[src/hdl/cbp_pkg.sv]
// Shared types and constants for the command batch parser.
`timescale 1ns / 1ps

package cbp_pkg;

  // Batch framing
  localparam logic [31:0] MAGIC_WORD       = 32'h5247_5055;
  localparam logic [31:0] HEADER_BYTES     = 32'd20;
  localparam logic [31:0] HEAD_BYTES       = 32'd12;
  localparam logic [31:0] MAGIC_BYTES      = 32'd4;
  localparam logic [31:0] LEN_FIRST_BYTE   = 32'd8;
  localparam int          STAGE_DEPTH      = 16;
  localparam logic [31:0] STAGE_LIMIT      = 32'(STAGE_DEPTH);

  // Record opcodes and argument minimums
  localparam logic [31:0] OP_TEXTURE       = 32'd101;
  localparam logic [31:0] OP_CLEAR         = 32'd142;
  localparam logic [31:0] OP_PRESENT       = 32'd180;
  localparam logic [31:0] TEXTURE_MIN_ARGS = 32'd12;
  localparam logic [31:0] CLEAR_MIN_ARGS   = 32'd16;

  // Held value defaults
  localparam logic [31:0] DEFAULT_SIZE     = 32'd64;
  localparam logic [31:0] ALPHA_ONE        = 32'h3F80_0000;

  // Result status codes
  localparam logic [1:0]  STATUS_OK        = 2'd0;
  localparam logic [1:0]  STATUS_SHORT     = 2'd1;
  localparam logic [1:0]  STATUS_BAD_MAGIC = 2'd2;

  typedef enum logic [1:0] {
    PH_HEADER,
    PH_RECORD,
    PH_ARGS,
    PH_REJECT
  } phase_t;

  typedef struct packed {
    logic [7:0] batch_byte;
    logic       last_byte;
  } cbp_in_t;

  typedef struct packed {
    logic [1:0]  status;
    logic [31:0] frame_width;
    logic [31:0] frame_height;
    logic [31:0] clear_red_bits;
    logic [31:0] clear_green_bits;
    logic [31:0] clear_blue_bits;
    logic [31:0] clear_alpha_bits;
    logic        clear_seen;
    logic        present_seen;
  } cbp_out_t;

endpackage

[src/hdl/cbp_parser.sv]
// Parse state, record staging and held values for the command batch parser.
`timescale 1ns / 1ps

module cbp_parser import cbp_pkg::*; (
  input  logic     clk,
  input  logic     rst,
  input  logic     step,
  input  cbp_in_t  item,
  output cbp_out_t summary
);

  phase_t      phase, phase_next;
  logic [31:0] section_count, section_count_next, count_inc;
  logic [31:0] magic_shift, magic_shift_next;
  logic [31:0] record_opcode, record_opcode_next;
  logic [31:0] record_arg_length, record_arg_length_next;
  logic [7:0]  staged_args [STAGE_DEPTH];
  logic [7:0]  staged_args_next [STAGE_DEPTH];
  logic [31:0] held_width, held_width_next;
  logic [31:0] held_height, held_height_next;
  logic [31:0] held_clear [4];
  logic [31:0] held_clear_next [4];
  logic        clear_flag, clear_flag_next;
  logic        present_flag, present_flag_next;
  logic        apply;
  logic [7:0]  b;

  assign b         = item.batch_byte;
  assign count_inc = section_count + 32'd1;

  // Phase transitions
  always_comb begin
    phase_next = phase;
    unique case (phase)
      PH_HEADER: begin
        if (count_inc >= HEADER_BYTES) begin
          phase_next = (magic_shift_next == MAGIC_WORD) ? PH_RECORD : PH_REJECT;
        end
      end
      PH_RECORD: begin
        if (count_inc >= HEAD_BYTES && record_arg_length_next != 32'd0) begin
          phase_next = PH_ARGS;
        end
      end
      PH_ARGS: begin
        if (count_inc >= record_arg_length) begin
          phase_next = PH_RECORD;
        end
      end
      PH_REJECT: phase_next = PH_REJECT;
      default:   phase_next = PH_HEADER;
    endcase
  end

  // Byte capture and section counting
  always_comb begin
    section_count_next     = section_count;
    magic_shift_next       = magic_shift;
    record_opcode_next     = record_opcode;
    record_arg_length_next = record_arg_length;
    staged_args_next       = staged_args;
    apply                  = 1'b0;
    unique case (phase)
      PH_HEADER: begin
        if (section_count < MAGIC_BYTES) begin
          magic_shift_next[{section_count[1:0], 3'b000} +: 8] = b;
        end
        section_count_next = (count_inc >= HEADER_BYTES) ? 32'd0 : count_inc;
      end
      PH_RECORD: begin
        if (section_count == 32'd0) begin
          record_opcode_next     = '0;
          record_arg_length_next = '0;
        end
        if (section_count < MAGIC_BYTES) begin
          record_opcode_next[{section_count[1:0], 3'b000} +: 8] = b;
        end else if (section_count >= LEN_FIRST_BYTE && section_count < HEAD_BYTES) begin
          record_arg_length_next[{section_count[1:0], 3'b000} +: 8] = b;
        end
        section_count_next = count_inc;
        if (count_inc >= HEAD_BYTES) begin
          section_count_next = 32'd0;
          apply              = (record_arg_length_next == 32'd0);
        end
      end
      PH_ARGS: begin
        if (section_count < STAGE_LIMIT) begin
          staged_args_next[section_count[3:0]] = b;
        end
        section_count_next = count_inc;
        if (count_inc >= record_arg_length) begin
          section_count_next = 32'd0;
          apply              = 1'b1;
        end
      end
      PH_REJECT: ;
      default:   ;
    endcase
  end

  // Record application, using the byte that arrives this cycle
  always_comb begin
    held_width_next   = held_width;
    held_height_next  = held_height;
    held_clear_next   = held_clear;
    clear_flag_next   = clear_flag;
    present_flag_next = present_flag;
    if (apply) begin
      if (record_opcode_next == OP_TEXTURE && record_arg_length_next >= TEXTURE_MIN_ARGS) begin
        held_width_next  = {staged_args_next[3], staged_args_next[2],
                            staged_args_next[1], staged_args_next[0]};
        held_height_next = {staged_args_next[7], staged_args_next[6],
                            staged_args_next[5], staged_args_next[4]};
      end else if (record_opcode_next == OP_CLEAR &&
                   record_arg_length_next >= CLEAR_MIN_ARGS) begin
        for (int i = 0; i < 4; i++) begin
          held_clear_next[i] = {staged_args_next[4*i+3], staged_args_next[4*i+2],
                                staged_args_next[4*i+1], staged_args_next[4*i]};
        end
        clear_flag_next = 1'b1;
      end else if (record_opcode_next == OP_PRESENT) begin
        present_flag_next = 1'b1;
      end
    end
  end

  // Result seen after this byte
  always_comb begin
    summary.status = STATUS_OK;
    if (phase_next == PH_HEADER) begin
      summary.status = STATUS_SHORT;
    end else if (phase_next == PH_REJECT) begin
      summary.status = STATUS_BAD_MAGIC;
    end
    summary.frame_width      = held_width_next;
    summary.frame_height     = held_height_next;
    summary.clear_red_bits   = held_clear_next[0];
    summary.clear_green_bits = held_clear_next[1];
    summary.clear_blue_bits  = held_clear_next[2];
    summary.clear_alpha_bits = held_clear_next[3];
    summary.clear_seen       = clear_flag_next;
    summary.present_seen     = present_flag_next;
  end

  // Parse state; the final byte returns everything to defaults
  always_ff @(posedge clk) begin
    if (rst || (step && item.last_byte)) begin
      phase             <= PH_HEADER;
      section_count     <= '0;
      magic_shift       <= '0;
      record_opcode     <= '0;
      record_arg_length <= '0;
      held_width        <= DEFAULT_SIZE;
      held_height       <= DEFAULT_SIZE;
      held_clear[0]     <= '0;
      held_clear[1]     <= '0;
      held_clear[2]     <= '0;
      held_clear[3]     <= ALPHA_ONE;
      clear_flag        <= 1'b0;
      present_flag      <= 1'b0;
    end else if (step) begin
      phase             <= phase_next;
      section_count     <= section_count_next;
      magic_shift       <= magic_shift_next;
      record_opcode     <= record_opcode_next;
      record_arg_length <= record_arg_length_next;
      held_width        <= held_width_next;
      held_height       <= held_height_next;
      held_clear        <= held_clear_next;
      clear_flag        <= clear_flag_next;
      present_flag      <= present_flag_next;
    end
  end

  // Argument staging bytes, no reset
  always_ff @(posedge clk) begin
    if (step) begin
      staged_args <= staged_args_next;
    end
  end

endmodule

[src/hdl/command_batch_parser.sv]
// Top level of the command batch parser: input register, parser and result register.
//
// Usage:
//   The batch channel (batch_valid, batch_stall, batch) carries one byte of a
//   command batch per transaction, with last_byte set on the final byte.
//   The result channel (result_valid, result_stall, result) carries one
//   transaction per batch: status and the width, height, clear words and
//   flags gathered from the records.
//   Throughput: one byte per cycle while batch_stall is low. Every byte is
//   parsed by combinational counter and byte-capture logic between the input
//   register and the result register.
//   The final byte is taken into the input register and is then parsed into
//   the result register, where result_valid is set; it waits in the input
//   register while batch_stall is raised.
//   Stalls: bytes keep flowing while a result waits; only a final byte in
//   the input register waits for the result register to empty, and then
//   batch_stall is raised.
//   Reset: rst (synchronous, active high) empties both registers and puts
//   the parser in the header phase with default held values; the parser
//   also returns to those defaults after each final byte.
`timescale 1ns / 1ps

module command_batch_parser import cbp_pkg::*; (
  input  logic     clk,
  input  logic     rst,
  input  logic     batch_valid,
  output logic     batch_stall,
  input  cbp_in_t  batch,
  output logic     result_valid,
  input  logic     result_stall,
  output cbp_out_t result
);

  logic     hold_valid;
  cbp_in_t  hold;
  logic     blocked;
  logic     step;
  cbp_out_t summary;

  // A final byte waits while an earlier result is still stalled
  assign blocked     = hold_valid && hold.last_byte && result_valid && result_stall;
  assign step        = hold_valid && !blocked;
  assign batch_stall = blocked;

  // Input register
  always_ff @(posedge clk) begin
    if (rst) begin
      hold_valid <= 1'b0;
    end else if (!blocked) begin
      hold_valid <= batch_valid;
    end
  end

  always_ff @(posedge clk) begin
    if (!blocked && batch_valid) begin
      hold <= batch;
    end
  end

  cbp_parser u_parser (
    .clk     (clk),
    .rst     (rst),
    .step    (step),
    .item    (hold),
    .summary (summary)
  );

  // Result register
  always_ff @(posedge clk) begin
    if (rst) begin
      result_valid <= 1'b0;
    end else if (step && hold.last_byte) begin
      result_valid <= 1'b1;
    end else if (!result_stall) begin
      result_valid <= 1'b0;
    end
  end

  always_ff @(posedge clk) begin
    if (step && hold.last_byte) begin
      result <= summary;
    end
  end

endmodule

[config.mk]
export PLATFORM = sky130hd
export DESIGN_NAME = command_batch_parser
export DESIGN_NICKNAME = d
export VERILOG_FILES = /design/src/hdl/cbp_pkg.sv /design/src/hdl/cbp_parser.sv /design/src/hdl/command_batch_parser.sv
export SDC_FILE = /design/constraint.sdc
export NUM_CORES = 1
export LEC_CHECK = 0
export BUFFER_PORTS_ARGS = -buffer_cell sky130_fd_sc_hd__buf_2
export CORE_ASPECT_RATIO = 0.7
export CORE_MARGIN = 5
export CORE_UTILIZATION = 30
export DETAILED_ROUTE_END_ITERATION = 8
export GPL_TIMING_DRIVEN = 0
export PLACE_DENSITY = 0.56
export SLEW_MARGIN = 20
export SYNTH_ARGS = -nofsm -noshare
export SYNTH_HDL_FRONTEND = slang
export SYNTH_SLANG_ARGS = --single-unit
[constraint.sdc]
create_clock -name clk -period 34.2 [get_ports clk]
set_input_delay 1.71 -clock clk [delete_from_list [all_inputs] [get_ports clk]]
set_output_delay 1.71 -clock clk [all_outputs]
set_load 0.02 [all_outputs]
# Yosys cells after proc, flatten, opt, wreduce, memory -nomap -nowiden
# Index checks and enable logic that the tools add are counted.
# W data, S select, Z words.
# word_totals
ff_bits,659
inputBits,13
latch_bits,0
elab_cells,136
mem_count,0
mem_bits_rw,0
romBits,0
out_inout_bits,198
# classes
n_mul,0
n_eq_ne,9
n_lt_le_gt_ge,11
n_mux,49
bitwise_logic,1
n_reduce_logical,20
div,0
add_sub_neg,2
shift,2
# ops
cell,n
$mux W128,5
$mux W32,19
$bwmux W128,1
$bwmux W32,3
$ge A32 B4 Y1 const B,3
$pmux W32 S3,1
$eq A32 B8 Y1 const B,2
$ge A32 B5 Y1 const B,2
$logic_not A32 Y1,2
$add A32 B1 Y32 const B,1
$demux W8 S4,1
$eq A32 B31 Y1 const B,1
$eq A32 B7 Y1 const B,1
$ge A32 B32 Y1,1
$lt A32 B3 Y1 const B,1
$lt A32 B4 Y1 const B,1
$lt A32 B5 Y1 const B,1
$reduce_bool A32 Y1,1
$shift A8 B7 Y32 const A,1
$shiftx A8 B7 Y32,1
$logic_and A1 B1 Y1,11
$mux W1,11
$mux W2,5
$mux W8,1
14 further kinds,17

# Depth between registers and ports, before layout
# logic_depth
depth_word,14
mapped_depth,19
ltp_nobuf,16

# By module
# A second synthesis with hierarchy kept.
# unflattened
hier_cells,2699
hier_area_um2,30459.2
# modules_own_cells
module,area_each_um2,instances,seq_area_each_um2,cells_each
cbp_parser,24204.5,1,10329.9,2481
command_batch_parser,6254.7,1,6195.9,218

# Worst setup path before layout
# Ideal clock, no wire load.
# synth_timing
kind,input port to flip-flop
start,input port result_stall
end,register u_parser.section_count[16]
slack_ps,21000
t_arrival_ps,13083
path_buffers,2
setup_ps,117
stages,7
required_time_ps,34083
cell_sequence,a21oi_1 > or2_2 > clkbuf_1 > nor2_1 > clkbuf_1 > a31o_2 > a22o_1
# synth_via
elab_chain_cells,5
# synth_rtl
element,line,rtl
start: declaration,command_batch_parser.sv:30,"input logic result_stall,"
$logic_and A1 B1 Y1 *,command_batch_parser.sv:41,assign blocked = hold_valid && hold.last_byte && result_valid && result_stall;
$logic_not A1 Y1 *,command_batch_parser.sv:42,assign step = hold_valid && !blocked;
$logic_and A1 B1 Y1 *,command_batch_parser.sv:42,
$logic_and A1 B1 Y1,cbp_parser.sv:147,if (rst || (step && item.last_byte)) begin
$logic_or A1 B1 Y1,cbp_parser.sv:147,
end signal: assignment,cbp_parser.sv:163,section_count <= section_count_next;
end: declaration,cbp_parser.sv:13,"logic [31:0] section_count, section_count_next, count_inc;"
# Every way passes the cells marked *; elsewhere a longest branch is shown, timed or not.
# A chain may end at the register's enable or synchronous reset.

==> impl_metrics.json <==
{
  "hpwl_mm": 67.79,
  "syn_area_per_cell_um2": 11.44,
  "setup_ws_ps": 26940,
  "worst_slew_pin_slew_ps": 1181,
  "wire_per_inst_um": 22.09,
  "place_ws_ps": 27250,
  "critPathArrivalTime_ps": 7590,
  "max_slew_margin_pct": 20.64,
  "h-tree-depth": 2,
  "drc": 0,
  "peakVddDrop_mv": 0.03877,
  "design_area_um2": 34900,
  "period_needed_ps": 7265,
  "final_common_cell": "nand2_1",
  "placed_area_um2": 32900,
  "grt_pass1_vias": 20988,
  "dp.cells": 4152,
  "power.switching_mw": 0.3795,
  "p_per_area_nw_per_um2": 45.87,
  "clock_path_buffers": 3,
  "die_h_um": 273.6,
  "gr-total-overflow": 0,
  "grt_max_degree": 45,
  "antenna_found_initial": 11,
  "grt_pass1_wl_mm": 139.1,
  "hold_viol_final": 0,
  "die-area_um2": 105800,
  "crit_type": "flop to flop",
  "port_buffers": 210,
  "clk_pin_slew_worst_paths_ps": 70,
  "area_growth_pct": 17.16,
  "fmax_mhz": 137.7,
  "yosysWarnings": 0,
  "maxCapViolCount": 0,
  "final_cell_mix": "nand2_1, edfxtp_1, dfxtp_1",
  "p_clk_share_pct": 43.2,
  "final_layout_size_suffix_gt1_share_pct": 24.22,
  "clock-sinks": 659,
  "nFillCells": 9862,
  "critPathBufInv": 2,
  "ys_ff_latch": 659,
  "syn-cell-area_um2": 29790,
  "drt_iter0_markers": 2239,
  "final_antenna_net_count": 0,
  "cp_top_family": "compound AO/OA/AOI/OAI gates",
  "synth.distinct_cells": 79,
  "leakage_nw": 12.88,
  "syn_nets": 2661,
  "fin_util_pct": 35.52,
  "required_ps": 34530,
  "p_comb_share_pct": 4.8,
  "hold_buffers": 0,
  "layout.cells.non_filler": 4268,
  "end_kind": "flop",
  "slowest_stage": "a211oi_1",
  "p_int_mw": 1.221,
  "num_vias": 21931,
  "io_pins": 211,
  "finalCritPeriodShare_pct": 21.24,
  "gp_congestion": 1.006,
  "design.core.area_um2": 98250,
  "numCtsBuffers": 60,
  "critPathLaunchType": "flop",
  "viasPerCell": 5.138,
  "slew_viol_final": 0,
  "setup_viol": 0,
  "cts_resized": 0,
  "crit_chain": "ha_1, nand3_1, nor2_1, nand3_1, xnor2_1, ha_1, a21o_1, a31oi_1, o211ai_1, a211o_1, a211oi_1, nor2b_1, a22oi_2, nor2_1, clkbuf_1, buf_2, mux2_1",
  "ys_async_sr_fraction_pct": 0,
  "initial_core_util_pct": 30.32,
  "fin_tns_setup_ps": 0,
  "power_mw": 1.601,
  "firstDrtPassIters": 5,
  "die_w_um": 386.6,
  "finalWirelength_mm": 94.29,
  "cts_setup_buffers": 0,
  "synth_edf_count": 333,
  "hold_slack_ps": 455.2,
  "synth-seq-area-share_pct": 55.47,
  "seqPwrFrac_pct": 52.0,
  "grt.total_usage_pct": 17.08,
  "root_buffer": "clkbuf_16",
  "p_sw_share_pct": 23.71,
  "grt_setup_unrepaired": "no",
  "hold_path.class": "flop to flop",
  "nets": 2949,
  "status": "completed",
  "rows": 96,
  "max_stage_delay_ps": 780,
  "synthCells": 2604,
  "clk_latency_ps": 670,
  "cp_max_fo": 10,
  "finClkSkew_ps": 49.79,
  "cts_tree": "built",
  "ys.flop_type": "edfxtp_1"
}
[power by group through the flow]
stage | combinational, mW | sequential (mW) | clock, mW
2_1_floorplan | 0.0368 | 0.856 | 0
3_3_place_gp | 0.0705 | 0.857 | 0
3_5_place_dp | 0.0753 | 0.850 | 0
4_1_cts | 0.0755 | 0.832 | 0.705
5_1_grt | 0.0813 | 0.832 | 0.739
6_report | 0.0773 | 0.832 | 0.691
[routing by layer]
| metal | vias to the layer above | wire length (um) | global-route usage, % |
|---|---|---|---|
| met5 | - | 90 | 0.5455 |
| met4 | 4 | 1291 | 2.813 |
| met3 | 96 | 8669 | 4.423 |
| met2 | 850 | 37200 | 23.66 |
| met1 | 10913 | 47040 | 26.64 |
| li1 | 10068 | - | - |
[worst register-to-register path, stage by stage (launching register included)]
cell      delay [ps]
dfxtp_1          540
ha_1             300
nand3_1          380
nor2_1           770
nand3_1          180
xnor2_1          240
ha_1             240
a21o_1           170
a31oi_1          440
o211ai_1         180
a211o_1          350
a211oi_1         780
nor2b_1          180
a22oi_2          470
nor2_1           200
clkbuf_1         500
buf_2            440
mux2_1           560
[cell type report]
class	count	area, um2	share of cell area [%]
diodes	1	2.502	0.007170
plain buffers	179	803.3	2.301
clock buffers	81	1660	4.757
clock inverters	33	320.3	0.9177
inverters	57	214.0	0.6130
multi-input cells	1709	12290	35.23
flip-flops and latches	659	16530	47.35
well taps	1323	1655	4.743
repair buffers	226	1426	4.087
[synthesized netlist by cell type (8+ instances only)]
cell type | number | area share (%)
a211oi_1 | 13 | 0.33
a21oi_1 | 57 | 0.96
a22o_1 | 8 | 0.24
a22oi_1 | 66 | 1.7
a31oi_1 | 12 | 0.25
a32oi_1 | 30 | 0.88
and2_1 | 11 | 0.23
and3_1 | 10 | 0.21
buf_2 | 47 | 0.79
buf_6 | 8 | 0.30
clkbuf_1 | 120 | 1.5
dfxtp_1 | 326 | 22
edfxtp_1 | 333 | 34
ha_1 | 44 | 1.8
inv_1 | 57 | 0.72
mux2_1 | 28 | 1.1
mux2_2 | 292 | 11
mux2i_1 | 199 | 6.7
nand2_1 | 391 | 4.9
nand2b_1 | 9 | 0.19
nand3_1 | 60 | 1.0
nand4_1 | 32 | 0.67
nor2_1 | 186 | 2.3
nor2b_1 | 9 | 0.19
nor3_1 | 37 | 0.62
nor4_1 | 15 | 0.32
nor4_2 | 8 | 0.34
o21ai_0 | 27 | 0.45
o22ai_1 | 9 | 0.19
or2_2 | 9 | 0.19
or3_1 | 8 | 0.17
or4_1 | 8 | 0.20
xnor2_1 | 23 | 0.68
[kinds of logic after synthesis]
group / after synthesis / share of synthesized area (%)
adder cells (fa/ha/maj): 44 / 1.848
multiplexers: 519 / 18.78
flip-flops: 659 / 55.47
buffers and inverters: 236 / 3.402
AND/OR/NAND/NOR: 820 / 12.49
XOR/XNOR: 30 / 0.8820
AO/OA/AOI/OAI: 296 / 7.123
[state kept, by name, summed over array words and instances (netlist names), 2 cells and up]
register                    cells
result                        196
u_parser.record_arg_length     32
u_parser.magic_shift           32
u_parser.record_opcode         32
u_parser.phase                  2
u_parser.staged_args          128
hold                            9
u_parser.held_height           32
u_parser.held_width            32
u_parser.held_clear           128
u_parser.section_count         32
[path summary, 6_finish.rpt]
| kind | cells after the start | from | slack, ps | endpoint |
|---|---|---|---|---|
| max | 17 | u_parser.section_count[0] | 26940 | result[99] |
| min | 2 | u_parser.magic_shift[2] | 460 | u_parser.magic_shift[2] |
| max reg2reg | 17 | u_parser.section_count[0] | 26940 | result[99] |
| min reg2reg | 2 | u_parser.magic_shift[2] | 460 | u_parser.magic_shift[2] |
No activity file was read; power rests on OpenSTA's default activity.
